### config.mk
export PLATFORM = sky130hd
export DESIGN_NAME = value_to_colormap_rgb
export DESIGN_NICKNAME = d
export VERILOG_FILES = /design/src/design/vcm_pkg.sv /design/src/design/value_to_colormap_rgb.sv /design/src/design/vcm_band.sv /design/src/design/vcm_ratio.sv /design/src/design/vcm_color.sv
export SDC_FILE = /design/constraint.sdc
export NUM_CORES = 2
export LEC_CHECK = 0
export ABC_AREA = 1
export BUFFER_PORTS_ARGS = -buffer_cell sky130_fd_sc_hd__buf_2
export CELL_PAD_IN_SITES_DETAIL_PLACEMENT = 0
export CELL_PAD_IN_SITES_GLOBAL_PLACEMENT = 1
export CORE_ASPECT_RATIO = 0.5
export CORE_MARGIN = 3
export CORE_UTILIZATION = 34
export DETAILED_ROUTE_END_ITERATION = 6
export PLACE_DENSITY = 0.67
export SLEW_MARGIN = 25
export SYNTH_ARGS = -nofsm -noshare
export SYNTH_HDL_FRONTEND = slang
export SYNTH_HIERARCHICAL = 1
export SYNTH_SLANG_ARGS = --single-unit
export TNS_END_PERCENT = 100
### constraint.sdc
create_clock -name clk -period 24.9 [get_ports clk]
set_input_delay 4.98 -clock clk [delete_from_list [all_inputs] [get_ports clk]]
set_output_delay 4.98 -clock clk [all_outputs]
set_load 0.1 [all_outputs]
### src/design/vcm_pkg.sv
package vcm_pkg;

  localparam logic [31:0] OPAQUE    = 32'hFF000000;
  localparam logic [31:0] MISS_GREY = 32'h007F7F7F;
  localparam logic [31:0] CLEAR     = 32'h00000000;

  localparam logic [2:0] MODE_CLASSIC = 3'd0;
  localparam logic [2:0] MODE_HUE     = 3'd1;
  localparam logic [2:0] MODE_PO      = 3'd2;
  localparam logic [2:0] MODE_BR      = 3'd3;
  localparam logic [2:0] MODE_GREY    = 3'd4;
  localparam logic [2:0] MODE_MONO    = 3'd5;

  localparam logic [1:0] REG_SCALE_MODE = 2'd0;
  localparam logic [1:0] REG_BLUE_LEVEL = 2'd1;
  localparam logic [1:0] REG_RED_LEVEL  = 2'd2;

  // ff mask bit positions
  localparam int CH_RED   = 2;
  localparam int CH_GREEN = 1;
  localparam int CH_BLUE  = 0;

  typedef enum logic [1:0] {
    KIND_CLASSIC,
    KIND_TABLE,
    KIND_FIXED
  } out_kind_t;

  typedef enum logic [1:0] {
    VSEL_NONE,
    VSEL_RED,
    VSEL_GREEN,
    VSEL_BLUE
  } vsel_t;

  typedef struct packed {
    out_kind_t   kind;
    logic [31:0] fix_color;
    logic [2:0]  ff_mask;
    vsel_t       vsel;
    logic [2:0]  mode;
  } ctl_t;

  localparam logic [23:0] HUE_TAB [10] = '{
    24'h3333DD, 24'h3388DD, 24'h22CCDD, 24'h22CCBB, 24'h22DD88,
    24'h88DD22, 24'hBBCC22, 24'hDDCC22, 24'hDD8833, 24'hDD3333
  };
  localparam logic [23:0] PO_TAB [7] = '{
    24'h542788, 24'h998EC3, 24'hD8DAEB, 24'hF7F7F7,
    24'hFEE0B6, 24'hF1A340, 24'hB35806
  };
  localparam logic [23:0] BR_TAB [7] = '{
    24'h4575B4, 24'h91BFDB, 24'hE0F3F8, 24'hFFFFBF,
    24'hFEE090, 24'hFC8D59, 24'hD73027
  };
  localparam logic [23:0] GREY_TAB [7] = '{
    24'h000000, 24'h444444, 24'h777777, 24'hAAAAAA,
    24'hCCCCCC, 24'hEEEEEE, 24'hFFFFFF
  };

  function automatic logic [23:0] table_color(input logic [2:0] mode, input logic [3:0] idx);
    logic [23:0] c;
    c = 24'h000000;
    unique case (mode) inside
      MODE_HUE: if (idx < 4'd10) c = HUE_TAB[idx];
      MODE_PO:  if (idx < 4'd7) c = PO_TAB[idx[2:0]];
      MODE_BR:  if (idx < 4'd7) c = BR_TAB[idx[2:0]];
      MODE_GREY, MODE_MONO: if (idx < 4'd7) c = GREY_TAB[idx[2:0]];
      default: c = 24'h000000;
    endcase
    return c;
  endfunction

endpackage

### src/design/value_to_colormap_rgb.sv
// false-color lookup: one scalar sample in, one 32-bit argb color out
//
// input channel: in_valid / in_stall with sample_value (signed, FRAC_BITS
// fraction bits) and sample_missing; a request is taken when in_valid is
// high and in_stall is low
// output channel: out_valid / out_stall with argb_color, same rule
// config channel: cfg_valid / cfg_ready, cfg_index 0 scale_mode, 1 blue_level,
// 2 red_level; cfg_ready is always high, other indexes are dropped; write only
// while no request is in flight
//
// five register stages: mirror, band select, ratio scaling, threshold compare,
// color assembly; out_valid is the valid bit of the last stage
// throughput is one request per cycle while out_stall is low, set by the
// fully pipelined datapath with no shared unit
// when out_stall is high the whole pipe holds; empty stages still fill, and
// in_stall rises only once every stage holds a request
// reset empties the pipe and loads scale_mode 1, blue_level 0, red_level 1.0
module value_to_colormap_rgb #(
  parameter int FRAC_BITS = 16
) (
  input  logic               clk,
  input  logic               rst,
  input  logic               in_valid,
  output logic               in_stall,
  input  logic signed [17:0] sample_value,
  input  logic               sample_missing,
  output logic               out_valid,
  input  logic               out_stall,
  output logic [31:0]        argb_color,
  input  logic               cfg_valid,
  output logic               cfg_ready,
  input  logic [1:0]         cfg_index,
  input  logic [16:0]        cfg_data
);
  import vcm_pkg::*;

  localparam int STAGES = 5;
  // value width holds mirrored samples and levels with headroom
  localparam int VW = ((FRAC_BITS > 17) ? FRAC_BITS : 17) + 3;
  // band arithmetic works on values times twenty
  localparam int NW = VW + 5;
  // threshold compare needs room for the 150000 scale
  localparam int LW = NW + 20;

  // configuration registers
  logic [2:0]  scale_mode;
  logic [16:0] blue_level;
  logic [16:0] red_level;

  assign cfg_ready = 1'b1;

  always_ff @(posedge clk) begin
    if (rst) begin
      scale_mode <= MODE_HUE;
      blue_level <= 17'd0;
      red_level  <= 17'h10000;
    end else if (cfg_valid && cfg_ready) begin
      unique case (cfg_index)
        REG_SCALE_MODE: scale_mode <= cfg_data[2:0];
        REG_BLUE_LEVEL: blue_level <= cfg_data;
        REG_RED_LEVEL:  red_level  <= cfg_data;
        default: ;
      endcase
    end
  end

  // pipeline control: a stage loads when it is empty or the next one moves
  logic [STAGES-1:0] stage_valid;
  logic [STAGES-1:0] load;

  always_comb begin
    load[STAGES-1] = !stage_valid[STAGES-1] || !out_stall;
    for (int i = STAGES - 2; i >= 0; i--) begin
      load[i] = !stage_valid[i] || load[i+1];
    end
  end

  always_ff @(posedge clk) begin
    if (rst) begin
      stage_valid <= '0;
    end else begin
      if (load[0]) begin
        stage_valid[0] <= in_valid;
      end
      for (int i = 1; i < STAGES; i++) begin
        if (load[i]) begin
          stage_valid[i] <= stage_valid[i-1];
        end
      end
    end
  end

  assign in_stall  = !load[0];
  assign out_valid = stage_valid[STAGES-1];

  // datapath
  logic signed [NW-1:0] num, den;
  ctl_t                 ctl2, ctl4;
  logic [14:0]          above;

  vcm_band #(
    .FRAC_BITS(FRAC_BITS),
    .VW(VW),
    .NW(NW)
  ) u_band (
    .clk           (clk),
    .load_s1       (load[0]),
    .load_s2       (load[1]),
    .sample_value  (sample_value),
    .sample_missing(sample_missing),
    .mode          (scale_mode),
    .blue_level    (blue_level),
    .red_level     (red_level),
    .num           (num),
    .den           (den),
    .ctl           (ctl2)
  );

  vcm_ratio #(
    .NW(NW),
    .LW(LW)
  ) u_ratio (
    .clk    (clk),
    .load_s3(load[2]),
    .load_s4(load[3]),
    .num    (num),
    .den    (den),
    .ctl_in (ctl2),
    .above  (above),
    .ctl_out(ctl4)
  );

  vcm_color u_color (
    .clk       (clk),
    .load_s5   (load[4]),
    .above     (above),
    .ctl       (ctl4),
    .argb_color(argb_color)
  );

  // back pressure reaches the input only through a full pipe
  a_stall_full: assert property (@(posedge clk) disable iff (rst)
    in_stall |-> (&stage_valid && out_stall))
    else $error("input stalled with an empty stage");

  a_no_stall_free: assert property (@(posedge clk) disable iff (rst)
    !out_stall |-> !in_stall)
    else $error("input stalled while output drains");

  a_reset_empty: assert property (@(posedge clk)
    rst |=> !out_valid)
    else $error("output valid right after reset");

endmodule

### src/design/vcm_band.sv
module vcm_band #(
  parameter int FRAC_BITS = 16,
  parameter int VW = 20,
  parameter int NW = 25
) (
  input  logic                  clk,
  input  logic                  load_s1,
  input  logic                  load_s2,
  input  logic signed [17:0]    sample_value,
  input  logic                  sample_missing,
  input  logic [2:0]            mode,
  input  logic [16:0]           blue_level,
  input  logic [16:0]           red_level,
  output logic signed [NW-1:0]  num,
  output logic signed [NW-1:0]  den,
  output vcm_pkg::ctl_t         ctl
);
  import vcm_pkg::*;

  logic signed [VW-1:0] f1, b1, r1;
  logic                 miss1;
  logic signed [VW-1:0] fs, bs, rs, one_v;

  // stage 1: missing detect and mirror when levels are swapped
  always_comb begin
    fs    = VW'(sample_value);
    bs    = $signed(VW'(blue_level));
    rs    = $signed(VW'(red_level));
    one_v = $signed(VW'(1) << FRAC_BITS);
  end

  always_ff @(posedge clk) begin
    if (load_s1) begin
      miss1 <= sample_missing || (fs == -one_v);
      if (bs > rs) begin
        f1 <= one_v - fs;
        b1 <= one_v - bs;
        r1 <= one_v - rs;
      end else begin
        f1 <= fs;
        b1 <= bs;
        r1 <= rs;
      end
    end
  end

  // stage 2: band select and ratio operands
  logic signed [NW-1:0] fe, be, re, one_n, d, fx, bx, rx, gx;
  logic signed [NW-1:0] num_next, den_next;
  ctl_t ctl_next;
  logic hit;

  always_comb begin
    fe    = NW'(f1);
    be    = NW'(b1);
    re    = NW'(r1);
    one_n = $signed(NW'(1) << FRAC_BITS);
    d     = re - be;
    fx    = fe * NW'(10);
    bx    = be * NW'(10);
    rx    = re * NW'(10);
    gx    = bx + d;
    num_next = '0;
    den_next = NW'(1);
    hit      = 1'b1;
    ctl_next.kind      = KIND_FIXED;
    ctl_next.fix_color = CLEAR;
    ctl_next.ff_mask   = 3'b000;
    ctl_next.vsel      = VSEL_NONE;
    ctl_next.mode      = mode;
    if (mode == MODE_CLASSIC) begin
      if (fe >= 0 && fe < be) begin
        num_next = be - fe;
        den_next = be * NW'(2);
        ctl_next.ff_mask[CH_BLUE] = 1'b1;
        ctl_next.vsel = VSEL_RED;
      end else if (fe >= be && fx * NW'(2) < gx + bx) begin
        num_next = (fx - bx) * NW'(2);
        den_next = d;
        ctl_next.ff_mask[CH_BLUE] = 1'b1;
        ctl_next.vsel = VSEL_GREEN;
      end else if (fx * NW'(2) >= gx + bx && fx < gx) begin
        num_next = (gx - fx) * NW'(2);
        den_next = d;
        ctl_next.ff_mask[CH_GREEN] = 1'b1;
        ctl_next.vsel = VSEL_BLUE;
      end else if (fx >= gx && fx * NW'(2) < gx + rx) begin
        num_next = (fx - gx) * NW'(2);
        den_next = rx - gx;
        ctl_next.ff_mask[CH_GREEN] = 1'b1;
        ctl_next.vsel = VSEL_RED;
      end else if (fx * NW'(2) >= gx + rx && fe < re) begin
        num_next = (rx - fx) * NW'(2);
        den_next = rx - gx;
        ctl_next.ff_mask[CH_RED] = 1'b1;
        ctl_next.vsel = VSEL_GREEN;
      end else if (fe >= re) begin
        num_next = fe - re;
        den_next = (one_n - re) * NW'(2);
        ctl_next.ff_mask[CH_RED] = 1'b1;
        ctl_next.vsel = VSEL_BLUE;
      end else begin
        hit = 1'b0;
      end
      if (hit) begin
        ctl_next.kind = KIND_CLASSIC;
      end else begin
        ctl_next.fix_color = OPAQUE;
      end
    end else if (mode <= MODE_MONO) begin
      ctl_next.kind = KIND_TABLE;
      num_next = fe - be;
      den_next = d;
      // equal levels: half at the level, else a step
      if (d == 0) begin
        if (num_next == 0) begin
          num_next = NW'(1);
          den_next = NW'(2);
        end else begin
          num_next = (num_next > 0) ? NW'(1) : NW'(0);
          den_next = NW'(1);
        end
      end
    end
    if (miss1) begin
      ctl_next.kind      = KIND_FIXED;
      ctl_next.fix_color = (mode == MODE_GREY || mode == MODE_MONO) ? CLEAR : MISS_GREY;
    end
  end

  always_ff @(posedge clk) begin
    if (load_s2) begin
      num <= num_next;
      den <= den_next;
      ctl <= ctl_next;
    end
  end

endmodule

### src/design/vcm_ratio.sv
module vcm_ratio #(
  parameter int NW = 25,
  parameter int LW = 45
) (
  input  logic                  clk,
  input  logic                  load_s3,
  input  logic                  load_s4,
  input  logic signed [NW-1:0]  num,
  input  logic signed [NW-1:0]  den,
  input  vcm_pkg::ctl_t         ctl_in,
  output logic [14:0]           above,
  output vcm_pkg::ctl_t         ctl_out
);
  import vcm_pkg::*;

  // stage 3: scaled numerator and step size; count of k with lhs > k*step is the level
  logic signed [LW-1:0] nl, dl, lhs_next, step_next, lhs, step;
  logic [3:0] kmax_next, kmax;
  ctl_t ctl3;

  always_comb begin
    nl = LW'(num);
    dl = LW'(den);
    if (ctl_in.kind == KIND_TABLE) begin
      kmax_next = (ctl_in.mode == MODE_HUE) ? 4'd9 : 4'd6;
      lhs_next  = nl * ((ctl_in.mode == MODE_HUE) ? LW'(10) : LW'(7));
      step_next = dl;
    end else begin
      kmax_next = 4'd15;
      if (dl < 0) begin
        nl = -nl;
        dl = -dl;
      end
      if (dl == 0) begin
        lhs_next  = (nl > 0) ? LW'(16) : LW'(0);
        step_next = LW'(1);
      end else begin
        // floor(15*(n/d + 0.0333)) >= k  <=>  150000n + 4995d + 1 > 10000kd
        lhs_next  = nl * LW'(150000) + dl * LW'(4995) + LW'(1);
        step_next = dl * LW'(10000);
      end
    end
  end

  always_ff @(posedge clk) begin
    if (load_s3) begin
      lhs  <= lhs_next;
      step <= step_next;
      kmax <= kmax_next;
      ctl3 <= ctl_in;
    end
  end

  // stage 4: one threshold compare per level
  logic [14:0] above_next;

  always_comb begin
    for (int k = 1; k <= 15; k++) begin
      above_next[k-1] = (4'(k) <= kmax) && (lhs > step * LW'(k));
    end
  end

  always_ff @(posedge clk) begin
    if (load_s4) begin
      above   <= above_next;
      ctl_out <= ctl3;
    end
  end

endmodule

### src/design/vcm_color.sv
module vcm_color (
  input  logic           clk,
  input  logic           load_s5,
  input  logic [14:0]    above,
  input  vcm_pkg::ctl_t  ctl,
  output logic [31:0]    argb_color
);
  import vcm_pkg::*;

  logic [3:0]  level;
  logic [7:0]  vbyte;
  logic [7:0]  rc, gc, bc;
  logic [31:0] color_next;

  always_comb begin
    level = 4'($countones(above));
    vbyte = {level, level};
    rc = ctl.ff_mask[CH_RED]   ? 8'hFF : ((ctl.vsel == VSEL_RED)   ? vbyte : 8'h00);
    gc = ctl.ff_mask[CH_GREEN] ? 8'hFF : ((ctl.vsel == VSEL_GREEN) ? vbyte : 8'h00);
    bc = ctl.ff_mask[CH_BLUE]  ? 8'hFF : ((ctl.vsel == VSEL_BLUE)  ? vbyte : 8'h00);
    case (ctl.kind)
      KIND_CLASSIC: color_next = OPAQUE | {8'h00, rc, gc, bc};
      KIND_TABLE:   color_next = OPAQUE | {8'h00, table_color(ctl.mode, level)};
      default:      color_next = ctl.fix_color;
    endcase
  end

  always_ff @(posedge clk) begin
    if (load_s5) begin
      argb_color <= color_next;
    end
  end

endmodule

---- Word-level counts from Yosys, hierarchy flattened ----
Memory sizes are Yosys's and may differ from the RTL's.
Index checks and enable logic that the tools add are counted.
storage, ports and cells
  latch bits .............................. 0
  ROM bits ................................ 960
  memories kept ........................... 4
  register bits ........................... 416
  RAM bits ................................ 0
  word-level logic and storage cells ...... 293
  bits of input ports ..................... 43
memories
  name              depth  width  rd ports  clocked after memory_dff  write ports  RTL line       text
  (name not given)  16     24     1         0                         0            vcm_pkg.sv:65  MODE_HUE: if (idx < 4'd10) c = HUE_TAB[idx];
  (name not given)  8      24     1         0                         0            vcm_pkg.sv:68  MODE_GREY, MODE_MONO: if (idx < 4'd7) c = GREY_TAB[idx[2:0]];
  (name not given)  8      24     1         0                         0            vcm_pkg.sv:66  MODE_PO: if (idx < 4'd7) c = PO_TAB[idx[2:0]];
  (name not given)  8      24     1         0                         0            vcm_pkg.sv:67  MODE_BR: if (idx < 4'd7) c = BR_TAB[idx[2:0]];
operators by class
  reductions and logical operators ........ 47
  $add $sub $neg .......................... 34
  $lt $le $gt $ge ......................... 50
  muxes and demuxes ....................... 82
  $mul .................................... 18
  shift operators ......................... 0
  divide/modulo/power cells ............... 0
  eq/ne operators ......................... 16
  bitwise logic cells ..................... 3
operators by type and width
  operator                number
  $gt 45x45->1            15
  $mux 25                 19
  $mux 45                 8
  $mux 24                 12
  $mul 45x5->45 const B   4
  $pmux 24 s4             1
  $mul 45x4->44 const B   2
  $mul 45x4->45 const B   2
  $neg 25->45             2
  $logic_not 32->1        2
  $mux 32                 2
  $pmux 32 s2             1
  $add 24x23->25          2
  $ge 25x25->1            2
  $lt 25x25->1            2
  $mux 8                  6
  $sub 24x24->24          2
  $add 45x2->45 const B   1
  $add 45x45->45          1
  $gt 45x1->1 const B     1
  $logic_not 45->1        1
  $mul 45x11->41 const B  1
  $mul 45x14->45 const B  1
  $mul 45x15->41 const B  1
  62 further kinds        159

---- Longest topological paths before layout ----
  depth after elaboration ................. 14
  gate-level depth with buffers ........... 62

---- By module ----
Netlist, hierarchy kept.
modules (own cells, without submodules)
  module                 seq. area each (µm²)  cells each  area each (µm²)  instances
  vcm_ratio              5735.5                9654        72692.2          1
  vcm_band               3543.4                4053        26424.1          1
  vcm_color              960.9                 424         3134.3           1
  value_to_colormap_rgb  840.8                 189         1547.7           1

---- Least setup slack after synthesis ----
Ideal clock, no wire load.
  path kind ............................... input to output
  start ................................... input port out_stall
  end ..................................... output port in_stall
  data arrival time ....................... 9.073 ns
  cell stages on the path ................. 4
  path slack .............................. 10.847 ns
  path buffers ............................ 0
  cells stage by stage .................... nand2_1 -> nor2_2 -> nand4_1 -> inv_1
on the way
  cells in the longest elaborated chain, start to end .. 7
RTL lines
  what                           RTL line                     text
  start: declaration             value_to_colormap_rgb.sv:28  input logic out_stall,
  $logic_not 1->1                value_to_colormap_rgb.sv:72  load[STAGES-1] = !stage_valid[STAGES-1] || !out_stall;
  $logic_or 1x1->1               value_to_colormap_rgb.sv:72
  $logic_or 1x1->1 (4 in a row)  value_to_colormap_rgb.sv:74  load[i] = !stage_valid[i] || load[i+1];
  via load[0]                    value_to_colormap_rgb.sv:69  logic [STAGES-1:0] load;
  $logic_not 1->1                value_to_colormap_rgb.sv:93  assign in_stall = !load[0];
  end: declaration               value_to_colormap_rgb.sv:24  output logic in_stall,
The timed path passes the listed nets, and every way through them passes these cells.

---- Final worst setup path ----
  start ................................... register u_band.num[0]
  end ..................................... register u_ratio.lhs[41] (data pin)
on the way
  cells in the longest elaborated chain, start to end .. 8
  elaborated cells on any way between the ends .. 9
RTL lines
  what                      RTL line         text
  start: declaration        vcm_band.sv:14   output logic signed [NW-1:0] num,
  start signal: assignment  vcm_band.sv:133  num <= num_next;
  $neg 25->45               vcm_ratio.sv:31  nl = -nl;
  $mux 45                   vcm_ratio.sv:30  if (dl < 0) begin
  $mux 45                   vcm_ratio.sv:24  if (ctl_in.kind == KIND_TABLE) begin
  $mul 45x15->41            vcm_ratio.sv:39  lhs_next = nl * LW'(150000) + dl * LW'(4995) + LW'(1);
  $add 45x45->45            vcm_ratio.sv:39
  $add 45x2->45             vcm_ratio.sv:39
  $mux 45                   vcm_ratio.sv:34  if (dl == 0) begin
  $mux 45 (*)               vcm_ratio.sv:24
  via u_ratio.lhs_next[41]  vcm_ratio.sv:17  logic signed [LW-1:0] nl, dl, lhs_next, step_next, lhs, step;
  end signal: assignment    vcm_ratio.sv:47  lhs <= lhs_next;
  end: declaration          vcm_ratio.sv:17
The timed path passes the listed nets; every way through them passes the cells marked *. The select of a mux whose other input is x is not followed.
A chain may end at the register's enable or synchronous reset.

==> impl_metrics.env <==
export IMPL_tritonroute_pass_1_iters=6
export IMPL_multi_input_area_sq_um=81800
export IMPL_route_met3_wl_mm=15.8
export IMPL_cts_htree_levels=2
export IMPL_finalCoreUtilization_pct=36.9
export IMPL_synth_warnings=6
export IMPL_numClockSinks=383
export IMPL_r2r_setup_slack_ns=12.95
export IMPL_cts_tree="done"
export IMPL_die_height_microns=397
export IMPL_synth_sequential_area_ratio_pct=10.7
export IMPL_design_area_final_sq_um=111000
export IMPL_number_of_standard_cells_after_synthesis=14300
export IMPL_r2r_end="u_ratio/lhs[41]"
export IMPL_first_global_vias=99100
export IMPL_dominantRegCellSynth="sky130_fd_sc_hd__edfxtp_1"
export IMPL_cts_buffers=49
export IMPL_chipWidth_microns=787
export IMPL_drive_gt1_share_pct=3.83
export IMPL_port_buffer_count=76
export IMPL_post_synth_num_cell_types=86
export IMPL_antenna_found_initial=16
export IMPL_grt_overflow_total=0
export IMPL_hold_class="flop to flop"
export IMPL_remaining_drc_errors=0
export IMPL_reg2reg_depth=45
export IMPL_pin_count=78
export IMPL_floorplan_die_area_sq_um=312000
export IMPL_cts_reportedPaths_clkPinSlew_ns=0.06
export IMPL_finalCritPeriodShare_pct=48.0
export IMPL_top_signal_layer_used="met5"
export IMPL_clk_path_buf_depth=3
export IMPL_vias=97400
export IMPL_critical_path_startpoint_type="flop"
export IMPL_clock_root_buffer="sky130_fd_sc_hd__clkbuf_16"
export IMPL_post_cts_repair_setup_buffers=0
export IMPL_critical_path_class="flop to flop"
export IMPL_worst_relative_slew_slack_pct=20.4
export IMPL_layout_nets=17200
export IMPL_post_dp_cell_area_sq_um=110000
export IMPL_area_growth_synth_to_final_pct=7.24
export IMPL_critical_path_top_delay_family="adder cells"
export IMPL_endpoint="u_ratio/lhs[41]"
export IMPL_postCtsHoldBufs=0
export IMPL_worst_setup_end_kind="flop"
export IMPL_post_synth_instance_area_sq_um=104000
export IMPL_maxClockFrequency_mhz=83.7
export IMPL_dr_wl_met2_mm=209
export IMPL_fin_max_slew_vios=0
export IMPL_gp_congestion=1.00
export IMPL_fin_tns_setup_ns=0
export IMPL_final_hold_violation_count=0
export IMPL_min_path_cells=0
export IMPL_crit_slowest_cell="sky130_fd_sc_hd__edfxtp_1"
export IMPL_seqCellArea_sq_um=11100
export IMPL_timing_worst_slew_pin_value_ns=1.18
export IMPL_outcome="completed"
export IMPL_worstPathBufferInverterCount=12
export IMPL_grt_pass1_wl_mm=641
export IMPL_holdWs_ns=0.415
export IMPL_critical_path_startpoint="u_band/num[0]"
export IMPL_timing_final_setup_violations=0
export IMPL_worst_case_clock_skew_ns=0.0795
export IMPL_worstSkewPairLatency_ns=0.72
export IMPL_cts_repair_resized=0
export IMPL_cp_data_required_time_ns=25.33
export IMPL_wire_length_per_cell_after_detailed_routing_microns=23.7
export IMPL_route_final_wire_length_mm=441
export IMPL_syn_mean_instance_area_sq_um=7.25
export IMPL_async_sr_flop_fraction_pct=0
export IMPL_floorplan_core_area_sq_um=302000
export IMPL_cp_data_arrival_time_ns=12.37
export IMPL_crit_path_frequent_cell="sky130_fd_sc_hd__inv_1"
export IMPL_postRouteAntennaNets=0
export IMPL_initial_core_utilization_pct=34.4
export IMPL_worst_path_max_fanout=10
export IMPL_via_per_inst=5.24
export IMPL_drt_first_iter_violations=6840
export IMPL_number_of_enable_type_register_cells_in_the_synthesized_netlist=341
export IMPL_detail_route_wirelength_met1_mm=190
export IMPL_rsz_0062_raised_after_global_routing="no"
export IMPL_grt_total_usage_pct=27.5
export IMPL_worstSetupPathDepth=45
export IMPL_finalCriticalPeriod_ns=11.95
export IMPL_dp_final_hpwl_mm=387
export IMPL_n_fill_cell=32500
export IMPL_timing_critical_path_slowest_cell_delay_ns=0.61
export IMPL_largest_net_degree_at_the_start_of_global_routing=64
export IMPL_floorplan_rows=142
export IMPL_rr_startpoint="u_band/num[0]"
export IMPL_flop_and_latch_count_out_of_synthesis=383
export IMPL_maxCapViolCount=0
kinds of logic (layout without fill, tap and decap cells):
group | after synthesis | in the layout | share of synthesized area (%)
AOI/OAI and AO/OA | 2706 | 2706 | 14.7
other | 4 | 134 | 0.0145
buffers and inverters | 2949 | 3061 | 11.0
and+or+nand+nor | 4874 | 4874 | 20.2
DFF | 383 | 383 | 10.7
xor gates and xnor gates | 728 | 728 | 6.25
adders and majority gates | 2676 | 2676 | 37.2
through the flow:
stage	cells	setup slack (ns)
detailed placement	18500	12.85
floorplan	14400	10.85
global route	18600	12.13
CTS	18600	12.87
global placement	18500	12.92
finish	18600	12.95
layer usage:
layer  global-route usage (%)  vias to the layer above
met3                     1.84                      685
met4                     14.0                        2
met1                     34.1                    47000
li1                         -                    47500
met5                        0                        -
met2                     48.2                     2328
cell usage in the layout (no fill, tap or decap), drive strengths merged, types with 5 or more instances in the layout:
cell type / synthesis / final
inv: 2775 / 2782
nand2: 2628 / 2628
ha: 1998 / 1998
a21oi: 1293 / 1293
nor2: 1071 / 1071
o21ai: 832 / 832
fa: 678 / 678
nand3: 573 / 573
xor2: 505 / 505
edfxtp: 341 / 341
nand4: 228 / 228
xnor2: 223 / 223
buf: 110 / 194
nor3: 166 / 166
conb: 4 / 133
nor4: 98 / 98
o21bai: 92 / 92
a21o: 91 / 91
a31oi: 83 / 83
o21a: 73 / 73
clkbuf: 63 / 61
or2: 49 / 49
o211ai: 43 / 43
dfxtp: 42 / 42
a21boi: 36 / 36
a211oi: 27 / 27
nand3b: 25 / 25
o221ai: 24 / 24
a221oi: 22 / 22
and3: 20 / 20
o22ai: 20 / 20
o2111ai: 20 / 20
clkinv: 1 / 16
o31ai: 13 / 13
a31o: 8 / 8
o211a: 8 / 8
and2: 6 / 6
bufinv: 0 / 5
a41oi: 5 / 5
flip-flops by register name, indices dropped and copies added (netlist names), 15 cells and up:
signal              cells
u_band/f1              19
u_band/b1              18
blue_level             17
u_ratio/ctl_out        42
u_color/argb_color     32
u_ratio/lhs            45
u_ratio/step           45
u_band/den             25
u_band/r1              18
u_ratio/above          15
red_level              17
u_ratio/ctl3           42
u_band/num             25
worst min-delay path by stage:
stage | startpoint | endpoint
global route | u_ratio/ctl3[21] | u_ratio/ctl_out[21]
global placement | u_ratio/ctl3[19] | u_ratio/ctl_out[19]
detailed placement | u_ratio/ctl3[10] | u_ratio/ctl_out[10]
finish | u_ratio/ctl3[19] | u_ratio/ctl_out[19]
CTS | u_ratio/ctl3[19] | u_ratio/ctl_out[19]
floorplan | u_band/ctl[3] | u_ratio/ctl3[3]
area by class of cell:
class                           instances  share of cell area, %
Sequential cell                       383                   9.95
Inverter                             2776                   9.37
Tap cell                             4032                   4.53
Clock buffer                           61                   1.18
Multi-Input combinational cell      11100                   73.5
Antenna cell                            1                0.00225
Clock inverter                         30                  0.317
Timing Repair Buffer                  194                   1.14
cell usage after synthesis, types with 39 or more instances:
cell type / number / share of area (%)
sky130_fd_sc_hd__o211ai_1: 43 / 0.31
sky130_fd_sc_hd__edfxtp_1: 341 / 9.9
sky130_fd_sc_hd__buf_4: 44 / 0.32
sky130_fd_sc_hd__xor2_1: 496 / 4.2
sky130_fd_sc_hd__or2_2: 39 / 0.24
sky130_fd_sc_hd__dfxtp_1: 42 / 0.81
sky130_fd_sc_hd__xnor2_1: 222 / 1.9
sky130_fd_sc_hd__o21ai_1: 98 / 0.47
sky130_fd_sc_hd__clkbuf_1: 50 / 0.18
sky130_fd_sc_hd__buf_2: 46 / 0.22
sky130_fd_sc_hd__a31oi_1: 83 / 0.50
sky130_fd_sc_hd__nor3_1: 162 / 0.78
sky130_fd_sc_hd__ha_1: 1998 / 24
sky130_fd_sc_hd__a21o_1: 89 / 0.64
sky130_fd_sc_hd__o21ai_0: 719 / 3.5
sky130_fd_sc_hd__nand2_1: 2578 / 9.3
sky130_fd_sc_hd__o21bai_1: 87 / 0.63
sky130_fd_sc_hd__nand4_1: 225 / 1.4
sky130_fd_sc_hd__nand3_1: 556 / 2.7
sky130_fd_sc_hd__o21a_1: 73 / 0.53
sky130_fd_sc_hd__fa_1: 678 / 13
sky130_fd_sc_hd__nor4_1: 95 / 0.57
sky130_fd_sc_hd__a21oi_1: 1262 / 6.1
sky130_fd_sc_hd__nor2_1: 1026 / 3.7
sky130_fd_sc_hd__inv_1: 2739 / 9.9
Power is not shown: default switching activity piles up to over one toggle a cycle in this logic, so the estimate is an artifact.
